--- src/hw/rtl/size_class_block_allocator_top_assert.svh ---
// Assertion macros for the block allocator.
`ifndef SIZE_CLASS_BLOCK_ALLOCATOR_TOP_ASSERT_SVH
`define SIZE_CLASS_BLOCK_ALLOCATOR_TOP_ASSERT_SVH

// Same-cycle implication.
`define SCBA_ASSERT_NOW(label, ante, cons) \
    label: assert property (@(posedge clk) disable iff (!rst_n) (ante) |-> (cons)) \
        else $error("allocator assertion failed");

// Next-cycle implication.
`define SCBA_ASSERT_NEXT(label, ante, cons) \
    label: assert property (@(posedge clk) disable iff (!rst_n) (ante) |=> (cons)) \
        else $error("allocator assertion failed");

`endif

--- src/hw/rtl/scba_pkg.sv ---
package scba_pkg;

    localparam int MAX_BLOCKS = 64;
    localparam int IDX_W      = 6;
    localparam int LIMIT_W    = 16;
    localparam int CNT_W      = 32;
    localparam int SIZE_W     = 32;
    localparam int CFG_IDX_W  = 2;

    localparam int SMALL_POOL_DEPTH_DEF  = 32;
    localparam int MEDIUM_POOL_DEPTH_DEF = 32;
    localparam int LARGE_POOL_DEPTH_DEF  = 32;

    localparam logic [LIMIT_W-1:0] SMALL_LIMIT_RST  = 16'd64;
    localparam logic [LIMIT_W-1:0] MEDIUM_LIMIT_RST = 16'd512;
    localparam logic [LIMIT_W-1:0] LARGE_LIMIT_RST  = 16'd4096;

    typedef enum logic [CFG_IDX_W-1:0] {
        CFG_SMALL_LIMIT  = 2'd0,
        CFG_MEDIUM_LIMIT = 2'd1,
        CFG_LARGE_LIMIT  = 2'd2
    } cfg_reg_t;

    typedef enum logic [2:0] {
        OUT_GRANTED    = 3'd0,
        OUT_TOO_LARGE  = 3'd1,
        OUT_CLASS_FULL = 3'd2,
        OUT_FREED      = 3'd3,
        OUT_NOT_POOLED = 3'd4
    } outcome_t;

    typedef enum logic [1:0] {
        CLS_SMALL  = 2'd0,
        CLS_MEDIUM = 2'd1,
        CLS_LARGE  = 2'd2
    } size_class_t;

    typedef enum logic {
        MODE_ALLOC = 1'b0,
        MODE_FREE  = 1'b1
    } mode_t;

    typedef struct packed {
        logic             found;
        logic [IDX_W-1:0] idx;
    } find_t;

    // Lowest set bit of a free map.
    function automatic find_t first_free(logic [MAX_BLOCKS-1:0] free_map);
        find_t r;
        r.found = 1'b0;
        r.idx   = '0;
        for (int i = MAX_BLOCKS - 1; i >= 0; i--)
        begin
            if (free_map[i])
            begin
                r.found = 1'b1;
                r.idx   = IDX_W'(i);
            end
        end
        return r;
    endfunction

endpackage

--- src/hw/rtl/size_class_block_allocator_top.sv ---
// Channel | Signals                                              | Direction
// in      | in_valid/in_ready, mode, request_size, handle_valid,  | into block
//         | block_index                                          |
// out     | out_valid/out_ready, outcome, size_class,            | out of block
//         | granted_index, alloc_total, free_total               |
// cfg     | cfg_we, cfg_index, cfg_data                          | into block
//
// One beat per cycle sustained while out_ready stays high; a result passes through the input
// register, then the result register.
// Class compare and the lowest-free search over the class map are combinational.
// Reset clears all in-use maps, both counters and the limits to their defaults.
// A stalled result holds in the result register; the input register still drains
// into it in the same cycle the result is taken.
module size_class_block_allocator_top #(
    parameter int SMALL_POOL_DEPTH  = scba_pkg::SMALL_POOL_DEPTH_DEF,
    parameter int MEDIUM_POOL_DEPTH = scba_pkg::MEDIUM_POOL_DEPTH_DEF,
    parameter int LARGE_POOL_DEPTH  = scba_pkg::LARGE_POOL_DEPTH_DEF
) (
    input  logic                             clk,
    input  logic                             rst_n,
    input  logic                             in_valid,
    output logic                             in_ready,
    input  logic                             mode,
    input  logic [scba_pkg::SIZE_W-1:0]      request_size,
    input  logic                             handle_valid,
    input  logic [scba_pkg::IDX_W-1:0]       block_index,
    output logic                             out_valid,
    input  logic                             out_ready,
    output logic [2:0]                       outcome,
    output logic [1:0]                       size_class,
    output logic [scba_pkg::IDX_W-1:0]       granted_index,
    output logic [scba_pkg::CNT_W-1:0]       alloc_total,
    output logic [scba_pkg::CNT_W-1:0]       free_total,
    input  logic                             cfg_we,
    input  logic [scba_pkg::CFG_IDX_W-1:0]   cfg_index,
    input  logic [scba_pkg::LIMIT_W-1:0]     cfg_data
);

    `include "size_class_block_allocator_top_assert.svh"

    localparam int IW = scba_pkg::IDX_W;
    localparam int MB = scba_pkg::MAX_BLOCKS;
    localparam int SW = scba_pkg::SIZE_W;
    localparam int LW = scba_pkg::LIMIT_W;
    localparam int CW = scba_pkg::CNT_W;

    logic [LW-1:0] small_limit_reg, medium_limit_reg, large_limit_reg;

    logic                in_valid_reg;
    scba_pkg::mode_t     mode_reg;
    logic [SW-1:0]       size_reg;
    logic                hvalid_reg;
    logic [IW-1:0]       idx_reg;

    logic [SMALL_POOL_DEPTH-1:0]  small_use_reg, small_use_next;
    logic [MEDIUM_POOL_DEPTH-1:0] medium_use_reg, medium_use_next;
    logic [LARGE_POOL_DEPTH-1:0]  large_use_reg, large_use_next;
    logic [CW-1:0]                alloc_cnt_reg, alloc_cnt_next;
    logic [CW-1:0]                free_cnt_reg, free_cnt_next;

    logic                  out_valid_reg;
    scba_pkg::outcome_t    outcome_reg, outcome_next;
    scba_pkg::size_class_t class_reg, class_next;
    logic [IW-1:0]         grant_reg, grant_next;

    logic                  process;
    logic                  to_heap;
    logic                  idx_ok;
    logic [MB-1:0]         free64;
    logic [MB-1:0]         set_mask, clr_mask;
    scba_pkg::find_t       ff;

    logic [SMALL_POOL_DEPTH-1:0]  small_free;
    logic [MEDIUM_POOL_DEPTH-1:0] medium_free;
    logic [LARGE_POOL_DEPTH-1:0]  large_free;

    assign process  = in_valid_reg && (!out_valid_reg || out_ready);
    assign in_ready = !in_valid_reg || process;

    assign small_free  = ~small_use_reg;
    assign medium_free = ~medium_use_reg;
    assign large_free  = ~large_use_reg;

    always_comb
    begin
        to_heap    = 1'b0;
        class_next = scba_pkg::CLS_SMALL;
        if (size_reg <= SW'(small_limit_reg))
        begin
            class_next = scba_pkg::CLS_SMALL;
        end
        else if (size_reg <= SW'(medium_limit_reg))
        begin
            class_next = scba_pkg::CLS_MEDIUM;
        end
        else if (size_reg <= SW'(large_limit_reg))
        begin
            class_next = scba_pkg::CLS_LARGE;
        end
        else
        begin
            to_heap = 1'b1;
        end
    end

    always_comb
    begin
        case (class_next)
            scba_pkg::CLS_SMALL:
            begin
                free64 = MB'(small_free);
                idx_ok = {1'b0, idx_reg} < (IW + 1)'(SMALL_POOL_DEPTH);
            end
            scba_pkg::CLS_MEDIUM:
            begin
                free64 = MB'(medium_free);
                idx_ok = {1'b0, idx_reg} < (IW + 1)'(MEDIUM_POOL_DEPTH);
            end
            scba_pkg::CLS_LARGE:
            begin
                free64 = MB'(large_free);
                idx_ok = {1'b0, idx_reg} < (IW + 1)'(LARGE_POOL_DEPTH);
            end
            default:
            begin
                free64 = '0;
                idx_ok = 1'b0;
            end
        endcase
    end

    assign ff = scba_pkg::first_free(free64);

    always_comb
    begin
        outcome_next    = scba_pkg::OUT_NOT_POOLED;
        grant_next      = '0;
        set_mask        = '0;
        clr_mask        = '0;
        alloc_cnt_next  = alloc_cnt_reg;
        free_cnt_next   = free_cnt_reg;
        if (mode_reg == scba_pkg::MODE_ALLOC)
        begin
            if (to_heap)
            begin
                outcome_next = scba_pkg::OUT_TOO_LARGE;
            end
            else if (ff.found)
            begin
                outcome_next   = scba_pkg::OUT_GRANTED;
                grant_next     = ff.idx;
                set_mask       = MB'(1) << ff.idx;
                alloc_cnt_next = alloc_cnt_reg + CW'(1);
            end
            else
            begin
                outcome_next = scba_pkg::OUT_CLASS_FULL;
            end
        end
        else if (hvalid_reg && !to_heap && idx_ok)
        begin
            outcome_next  = scba_pkg::OUT_FREED;
            clr_mask      = MB'(1) << idx_reg;
            free_cnt_next = free_cnt_reg + CW'(1);
        end
    end

    always_comb
    begin
        small_use_next  = small_use_reg;
        medium_use_next = medium_use_reg;
        large_use_next  = large_use_reg;
        case (class_next)
            scba_pkg::CLS_SMALL:
                small_use_next = (small_use_reg | SMALL_POOL_DEPTH'(set_mask))
                                 & ~SMALL_POOL_DEPTH'(clr_mask);
            scba_pkg::CLS_MEDIUM:
                medium_use_next = (medium_use_reg | MEDIUM_POOL_DEPTH'(set_mask))
                                  & ~MEDIUM_POOL_DEPTH'(clr_mask);
            scba_pkg::CLS_LARGE:
                large_use_next = (large_use_reg | LARGE_POOL_DEPTH'(set_mask))
                                 & ~LARGE_POOL_DEPTH'(clr_mask);
            default:
            begin
                small_use_next = small_use_reg;
            end
        endcase
    end

    always_ff @(posedge clk or negedge rst_n)
    begin
        if (!rst_n)
        begin
            small_limit_reg  <= scba_pkg::SMALL_LIMIT_RST;
            medium_limit_reg <= scba_pkg::MEDIUM_LIMIT_RST;
            large_limit_reg  <= scba_pkg::LARGE_LIMIT_RST;
        end
        else if (cfg_we)
        begin
            case (cfg_index)
                scba_pkg::CFG_SMALL_LIMIT:  small_limit_reg  <= cfg_data;
                scba_pkg::CFG_MEDIUM_LIMIT: medium_limit_reg <= cfg_data;
                scba_pkg::CFG_LARGE_LIMIT:  large_limit_reg  <= cfg_data;
                default:
                begin
                    small_limit_reg <= small_limit_reg;
                end
            endcase
        end
    end

    always_ff @(posedge clk or negedge rst_n)
    begin
        if (!rst_n)
        begin
            in_valid_reg   <= 1'b0;
            out_valid_reg  <= 1'b0;
            small_use_reg  <= '0;
            medium_use_reg <= '0;
            large_use_reg  <= '0;
            alloc_cnt_reg  <= '0;
            free_cnt_reg   <= '0;
        end
        else
        begin
            if (in_ready)
            begin
                in_valid_reg <= in_valid;
            end
            if (process)
            begin
                out_valid_reg  <= 1'b1;
                small_use_reg  <= small_use_next;
                medium_use_reg <= medium_use_next;
                large_use_reg  <= large_use_next;
                alloc_cnt_reg  <= alloc_cnt_next;
                free_cnt_reg   <= free_cnt_next;
            end
            else if (out_ready)
            begin
                out_valid_reg <= 1'b0;
            end
        end
    end

    always_ff @(posedge clk)
    begin
        if (in_valid && in_ready)
        begin
            mode_reg   <= scba_pkg::mode_t'(mode);
            size_reg   <= request_size;
            hvalid_reg <= handle_valid;
            idx_reg    <= block_index;
        end
        if (process)
        begin
            outcome_reg <= outcome_next;
            class_reg   <= to_heap ? scba_pkg::CLS_SMALL : class_next;
            grant_reg   <= grant_next;
        end
    end

    assign out_valid     = out_valid_reg;
    assign outcome       = outcome_reg;
    assign size_class    = class_reg;
    assign granted_index = grant_reg;
    assign alloc_total   = alloc_cnt_reg;
    assign free_total    = free_cnt_reg;

    `SCBA_ASSERT_NOW(a_grant_idx_zero,
        out_valid_reg && outcome_reg != scba_pkg::OUT_GRANTED, grant_reg == '0)
    `SCBA_ASSERT_NEXT(a_alloc_count_step,
        process && outcome_next == scba_pkg::OUT_GRANTED,
        alloc_cnt_reg == $past(alloc_cnt_reg) + CW'(1))
    `SCBA_ASSERT_NEXT(a_counts_hold_idle,
        !process, $stable(alloc_cnt_reg) && $stable(free_cnt_reg))
    `SCBA_ASSERT_NOW(a_heap_class_small,
        out_valid_reg && outcome_reg == scba_pkg::OUT_TOO_LARGE,
        class_reg == scba_pkg::CLS_SMALL)

endmodule

--- config.mk ---
export PLATFORM = sky130hd
export DESIGN_NAME = size_class_block_allocator_top
export DESIGN_NICKNAME = d
export VERILOG_FILES = /design/src/hw/rtl/scba_pkg.sv /design/src/hw/rtl/size_class_block_allocator_top.sv
export VERILOG_INCLUDE_DIRS = /design/src /design/src/hw/rtl
export SDC_FILE = /design/constraint.sdc
export NUM_CORES = 1
export LEC_CHECK = 0
export BUFFER_PORTS_ARGS = -buffer_cell sky130_fd_sc_hd__buf_2
export CORE_UTILIZATION = 55
export DETAILED_ROUTE_END_ITERATION = 12
export GPL_TIMING_DRIVEN = 0
export HOLD_SLACK_MARGIN = 0.05
export PLACE_DENSITY = 0.75
export SLEW_MARGIN = 0
export SYNTH_ARGS = -nofsm -noshare
export SYNTH_HDL_FRONTEND = slang
export SYNTH_SLANG_ARGS = --single-unit
--- constraint.sdc ---
create_clock -name clk -period 5.9 [get_ports clk]
set_clock_uncertainty 0.15 [all_clocks]
set_input_delay 1.18 -clock clk [delete_from_list [all_inputs] [get_ports clk]]
set_output_delay 1.18 -clock clk [all_outputs]
set_load 0.01 [all_outputs]
; After elaboration in Yosys (flattened, before gate mapping)
; Index checks and enable logic that the tools add are counted.
; Widths: inputs -> output; s select.
[totals]
reg_bits = 261
output_inout_bits = 77
[op_classes]
magnitude_cmp = 4
bitwise = 13
n_mux = 83
n_reduce_logical = 22
add_sub_neg = 2
shift = 2
eq_ne = 4
[ops]
columns = cell, n
row1 = $mux 7, 64
row2 = $mux 32, 5
row3 = $not 32->32, 4
row4 = $and 32x32->32, 3
row5 = $le 32x16->1, 3
row6 = $or 32x32->32, 3
row7 = $pmux 32 s3, 1
row8 = $add 32x1->32 const B, 2
row9 = $shl 1x6->32 const A, 2
row10 = $reduce_and 2->1, 6
row11 = $mux 2, 5
row12 = $lt 6x6->1 const B, 1
row13 = $mux 1, 6
row14 = $mux 3, 2
row15 = $reduce_or 3->1, 2
row16 = $eq 2x1->1 const B, 2
row17 = $eq 2x2->1 const B, 2
row18 = $logic_and 1x1->1, 4
row19 = $logic_not 2->1, 2
row20 = $reduce_and 4->1, 1
row21 = $logic_not 1->1, 3
row22 = $not 1->1, 3
row23 = $reduce_and 3->1, 1
row24 = $logic_or 1x1->1, 2
row25 = $reduce_bool 2->1, 1

; Logic depth before layout (Yosys ltp)
[depth]
depth_word = 70
depth_mapped = 20
depth_no_buf = 16

; Least setup slack after synthesis
; OpenSTA, ideal clock, no wires.
[synth_timing]
kind = register -> register
from = register large_limit_reg[12]
to = register medium_use_reg[28]
setup_slack_ns = 1.401
arrival_ns = 4.262
required_time_ns = 5.663
stages_incl_launch_ff = 20
synth_period_minus_slack_ns = 4.499
path_cell_list = dfstp_2 inv_1 ha_1 nand4_1 nor4_1 a21bo_2 a31o_1 buf_6 nand3_4 o32ai_1 or3_4 or4_1 buf_2 or3_1 buf_2 or2_1 buf_6 nor2_4 nand3_1 a22oi_1
[synth_between]
elab_chain_len = 44
elab_cells_between_ends = 58
cone_classes = 1 x order compare / 2 x eq/ne / 1 x shift / 45 x mux / 3 x bitwise / 6 x reduce/logical
[synth_lines]
columns = item, line
row1 = "start, declared", size_class_block_allocator_top.sv:47  ; logic [LW-1:0] small_limit_reg, medium_limit_reg, large_limit_reg;
row2 = "start signal, assigned", size_class_block_allocator_top.sv:196  ; large_limit_reg <= scba_pkg::LARGE_LIMIT_RST;
row3 = "start signal, assigned", size_class_block_allocator_top.sv:203  ; scba_pkg::CFG_LARGE_LIMIT: large_limit_reg <= cfg_data;
row4 = $le 32x16->1 (*), size_class_block_allocator_top.sv:96  ; else if (size_reg <= SW'(large_limit_reg))
row5 = $mux 2, size_class_block_allocator_top.sv:96
row6 = $mux 2, size_class_block_allocator_top.sv:92  ; else if (size_reg <= SW'(medium_limit_reg))
row7 = $mux 2, size_class_block_allocator_top.sv:88  ; if (size_reg <= SW'(small_limit_reg))
row8 = $eq 2x2->1 (tied with other cells), size_class_block_allocator_top.sv:108  ; case (class_next)
row9 = $pmux 32 s3, size_class_block_allocator_top.sv:108
row10 = $mux 7 (32 in a row), scba_pkg.sv:55  ; if (free_map[i])
row11 = $shl 1x6->32, size_class_block_allocator_top.sv:152  ; set_mask = MB'(1) << ff.idx;
row12 = $mux 32, size_class_block_allocator_top.sv:148  ; else if (ff.found)
row13 = $mux 32, size_class_block_allocator_top.sv:144  ; if (to_heap)
row14 = $mux 32, size_class_block_allocator_top.sv:142  ; if (mode_reg == scba_pkg::MODE_ALLOC)
row15 = $or 32x32->32, size_class_block_allocator_top.sv:178  ; medium_use_next = (medium_use_reg | MEDIUM_POOL_DEPTH'(set_mask))
row16 = $and 32x32->32, size_class_block_allocator_top.sv:179  ; & ~MEDIUM_POOL_DEPTH'(clr_mask);
row17 = "end signal, assigned", size_class_block_allocator_top.sv:234  ; medium_use_reg <= medium_use_next;
row18 = "end, declared", size_class_block_allocator_top.sv:56  ; logic [MEDIUM_POOL_DEPTH-1:0] medium_use_reg, medium_use_next;
; Every way passes the cells marked *; elsewhere a longest branch is shown, timed or not.
; A chain may end at the register's enable or synchronous reset.

; Worst setup path after layout
[layout_timing]
from = register large_limit_reg[12]
to = register small_use_reg[9]
[layout_between]
elab_chain_len = 44
elab_cells_between_ends = 58
cone_classes = 1 x order compare / 2 x eq/ne / 1 x shift / 45 x mux / 3 x bitwise / 6 x reduce/logical
[layout_lines]
columns = item, line
row1 = $le 32x16->1 (*), size_class_block_allocator_top.sv:96
row2 = $mux 2, size_class_block_allocator_top.sv:96
row3 = $mux 2, size_class_block_allocator_top.sv:92
row4 = $mux 2, size_class_block_allocator_top.sv:88
row5 = $eq 2x2->1 (tied with other cells), size_class_block_allocator_top.sv:108
row6 = $pmux 32 s3, size_class_block_allocator_top.sv:108
row7 = $mux 7 (32 in a row), scba_pkg.sv:55
row8 = $shl 1x6->32, size_class_block_allocator_top.sv:152
row9 = $mux 32, size_class_block_allocator_top.sv:148
row10 = $mux 32, size_class_block_allocator_top.sv:144
row11 = $mux 32, size_class_block_allocator_top.sv:142
row12 = $or 32x32->32, size_class_block_allocator_top.sv:175  ; small_use_next = (small_use_reg | SMALL_POOL_DEPTH'(set_mask))
row13 = $and 32x32->32, size_class_block_allocator_top.sv:176  ; & ~SMALL_POOL_DEPTH'(clr_mask);
row14 = "end signal, assigned", size_class_block_allocator_top.sv:233  ; small_use_reg <= small_use_next;
row15 = "end, declared", size_class_block_allocator_top.sv:55  ; logic [SMALL_POOL_DEPTH-1:0] small_use_reg, small_use_next;
; Marked as above.

==> results_dict.tcl <==
set metrics [dict create \
    worstHoldStart "alloc_total[31]" \
    async_flop_share_pct 80.8 \
    synth_edf_count 50 \
    yosys_register_bits 260 \
    rows 57 \
    cp_max_fo 9 \
    crit_top_cell "a31oi_1" \
    max_freq_mhz 168 \
    placed_area_um2 14800 \
    met3_usage_pct 8.31 \
    grt_most_used_layer "met2" \
    ios 140 \
    end_kind "register" \
    fillers 1952 \
    p_per_area_nw_per_um2 284 \
    postCtsHoldBufs 0 \
    synth_area_leaders "dfrtp_1 (38%), edfxtp_1 (11%), ha_1 (4.6%)" \
    dieArea_um2 25500 \
    fin_nets 1665 \
    diodes 0 \
    hp-class "register to register" \
    start_util_pct 56.1 \
    cap_violations 0 \
    syn_area_um2 13700 \
    syn_avg_cell_area_um2 9.94 \
    synth_ff_type "dfrtp_1" \
    holdPathStages 1 \
    critPathTopFamily "simple AND/OR/NAND/NOR gates" \
    holdPathEnd "alloc_total[31]" \
    crit_chain "inv_1 -> ha_1 -> nand4_1 -> nor4_2 -> a21bo_2 -> a31o_1 -> buf_6 -> nor3_1 -> o211ai_1 -> nand3_1 -> nand4bb_1 -> or2_2 -> nand2b_1 -> nor2_1 -> a31oi_1 -> a31oi_1" \
    fin_ws_ns -0.0484 \
    numCtsBuffers 28 \
    leakage_nw 7.15 \
    cts_tree "yes" \
    fp.dieW_um 160 \
    grt_max_degree 84 \
    gp_congestion 1.03 \
    antenna_found_initial 0 \
    routed_wl_mm 47.5 \
    drive_gt1_share_pct 20.3 \
    timing.final.crit_share_pct 101 \
    slew_headroom_pct 16.1 \
    core-area_um2 24300 \
    grt_pass1_wl_mm 72.3 \
    crit_arrival_ns 6.24 \
    worst_skew_pair.late_latency_ns 0.57 \
    cts.htree.levels 1 \
    grt-ovfl-total 0 \
    setup_violations 1 \
    status "complete, but fails checks" \
    synth_top_cell_by_area "dfrtp_1" \
    finish.utilization_pct 65.8 \
    yosysUniqueCellTypes 82 \
    cts_root_buffer "clkbuf_16" \
    dr.pass1.iters 6 \
    crit_type "register to register" \
    vias 12368 \
    finalMaxSlewViolations 0 \
    dp_hpwl_mm 34.2 \
    r2r_start "large_limit_reg[12]" \
    cts.clk_slew.worst_paths_ns 0.06 \
    r2r_setup_slack_ns -0.05 \
    final_common_cell "dfrtp_1" \
    die_y_um 160 \
    grt.total_usage_pct 37.4 \
    violations "negative setup slack" \
    ys_warn_count 0 \
    r2r_cells 16 \
    syn_inst 1374 \
    grt_util_met1_pct 51.3 \
    critPathSlowestCell "nor3_1" \
    r2r_end "small_use_reg[9]" \
    syn-num-nets 1487 \
    vdd_ir_drop_max_v 0.000256 \
    syn_to_final_growth_pct 17.2 \
    drt_first_iter_violations 1737 \
    synth-seq-area-share_pct 49.5 \
    grt_pass1_vias 12041 \
    required_ns 6.19 \
    stdcell_area_um2 16000 \
    drc 0 \
    wl_per_cell_um 25.0 \
    final_cell_mix "dfrtp_1 (207), buf_2 (150), nand2_1 (140)" \
    critPathLaunchType "register" \
    period_needed_ns 5.95 \
    antenna_left 0 \
    routed_via_density 6.52 \
    clockBufferDepth 3 \
    clock-sinks 260 \
    tightest_slew_ns 1.25 \
    synth_top_area_share_pct 37.9 \
    grtUsageMet2_pct 56.4 \
    io_buffer_count 138 \
    worst-path-buf-inv 2 \
    max_stage_delay_ns 0.95 \
    hold_viol 0 \
]
-- cell type report --
class                   instances  area (um^2)  share of cell area [%]
flip-flops and latches        260         6760                    42.2
clock inverters                12          173                    1.08
plain buffers                  60          315                    1.97
well taps                     324          405                    2.53
clock buffers                  39          812                    5.07
multi-input cells             981         6430                    40.2
inverters                      71          267                    1.67
repair buffers                150          843                    5.27
-- worst max-delay path by stage --
stage,startpoint,endpoint,slack (ns),cells past startpoint
floorplan,large_limit_reg[12],medium_use_reg[28],1.40,19
global placement,large_limit_reg[12],medium_use_reg[7],-1.13,19
detailed placement,large_limit_reg[12],medium_use_reg[7],-1.03,19
CTS,size_reg[14],small_use_reg[26],0.03,15
global route,size_reg[15],large_use_reg[18],-0.01,19
finish,large_limit_reg[12],small_use_reg[9],-0.05,16
-- cell families after synthesis --
family,count (synthesis),synth area share (%)
buffers and inverters,133,4.04
multiplexers,35,2.89
AND/OR/NAND/NOR,461,17.5
AO/OA/AOI/OAI,372,17.4
flip-flops,260,49.5
adder cells (fa/ha/maj),50,4.58
XOR/XNOR,62,3.98
other,1,0.0275
-- cells in the mapped netlist (all sizes together), types with 4 or more instances --
cell,number
and2,10
a31oi,56
a22oi,10
buf,29
and3,21
nand2,140
nor2b,10
nand4,31
mux2,35
and4,7
nor3,21
inv,71
o31ai,8
o221ai,4
clkbuf,33
a2bb2oi,20
a21o,9
xnor2,53
and4b,6
edfxtp,50
or2,11
nor4,22
nor2,90
o22ai,17
o22a,8
nand3b,12
ha,50
or3,7
o21ai,78
nand3,49
o211ai,10
xor2,9
nand2b,11
a21oi,108
o21a,4
dfrtp,207
a211oi,11
-- routing by layer --
layer,wire length [um],vias to the layer above
met4,2640,0
met5,0,-
met1,19000,6042
li1,-,5385
met2,20700,750
met3,5110,191
-- where the power goes --
group | internal [W] | total, W | switching, W
registers | 0.00192 | 0.00196 | 0.0000390
clock network | 0.00113 | 0.00188 | 0.000747
logic | 0.000245 | 0.000702 | 0.000457
total | 0.00330 | 0.00454 | 0.00124
-- stage by stage --
| stage | hold WS (ns) | TNS [ns] | std cells | total power, W | setup slack [ns] |
|---|---|---|---|---|---|
| 4_1_cts | 0.320 | 0 | 1890 | 0.00451 | 0.0270 |
| 3_3_place_gp | 0.306 | -99.95 | 1836 | 0.00264 | -1.13 |
| 5_1_grt | 0.335 | -0.0133 | 1897 | 0.00468 | -0.0133 |
| 3_5_place_dp | 0.322 | -59.52 | 1839 | 0.00266 | -1.03 |
| 2_1_floorplan | 0.307 | 0 | 1374 | 0.00240 | 1.40 |
| 6_report | 0.318 | -0.0484 | 1897 | 0.00454 | -0.0484 |
-- what timing repair did --
item	in CTS	in global routing
gates resized for setup	21	20
endpoints found under the setup margin	115	101
setup buffers	2	6
pin swaps	1	4
gates cloned	0	0
(Power assumes the default switching activity.)
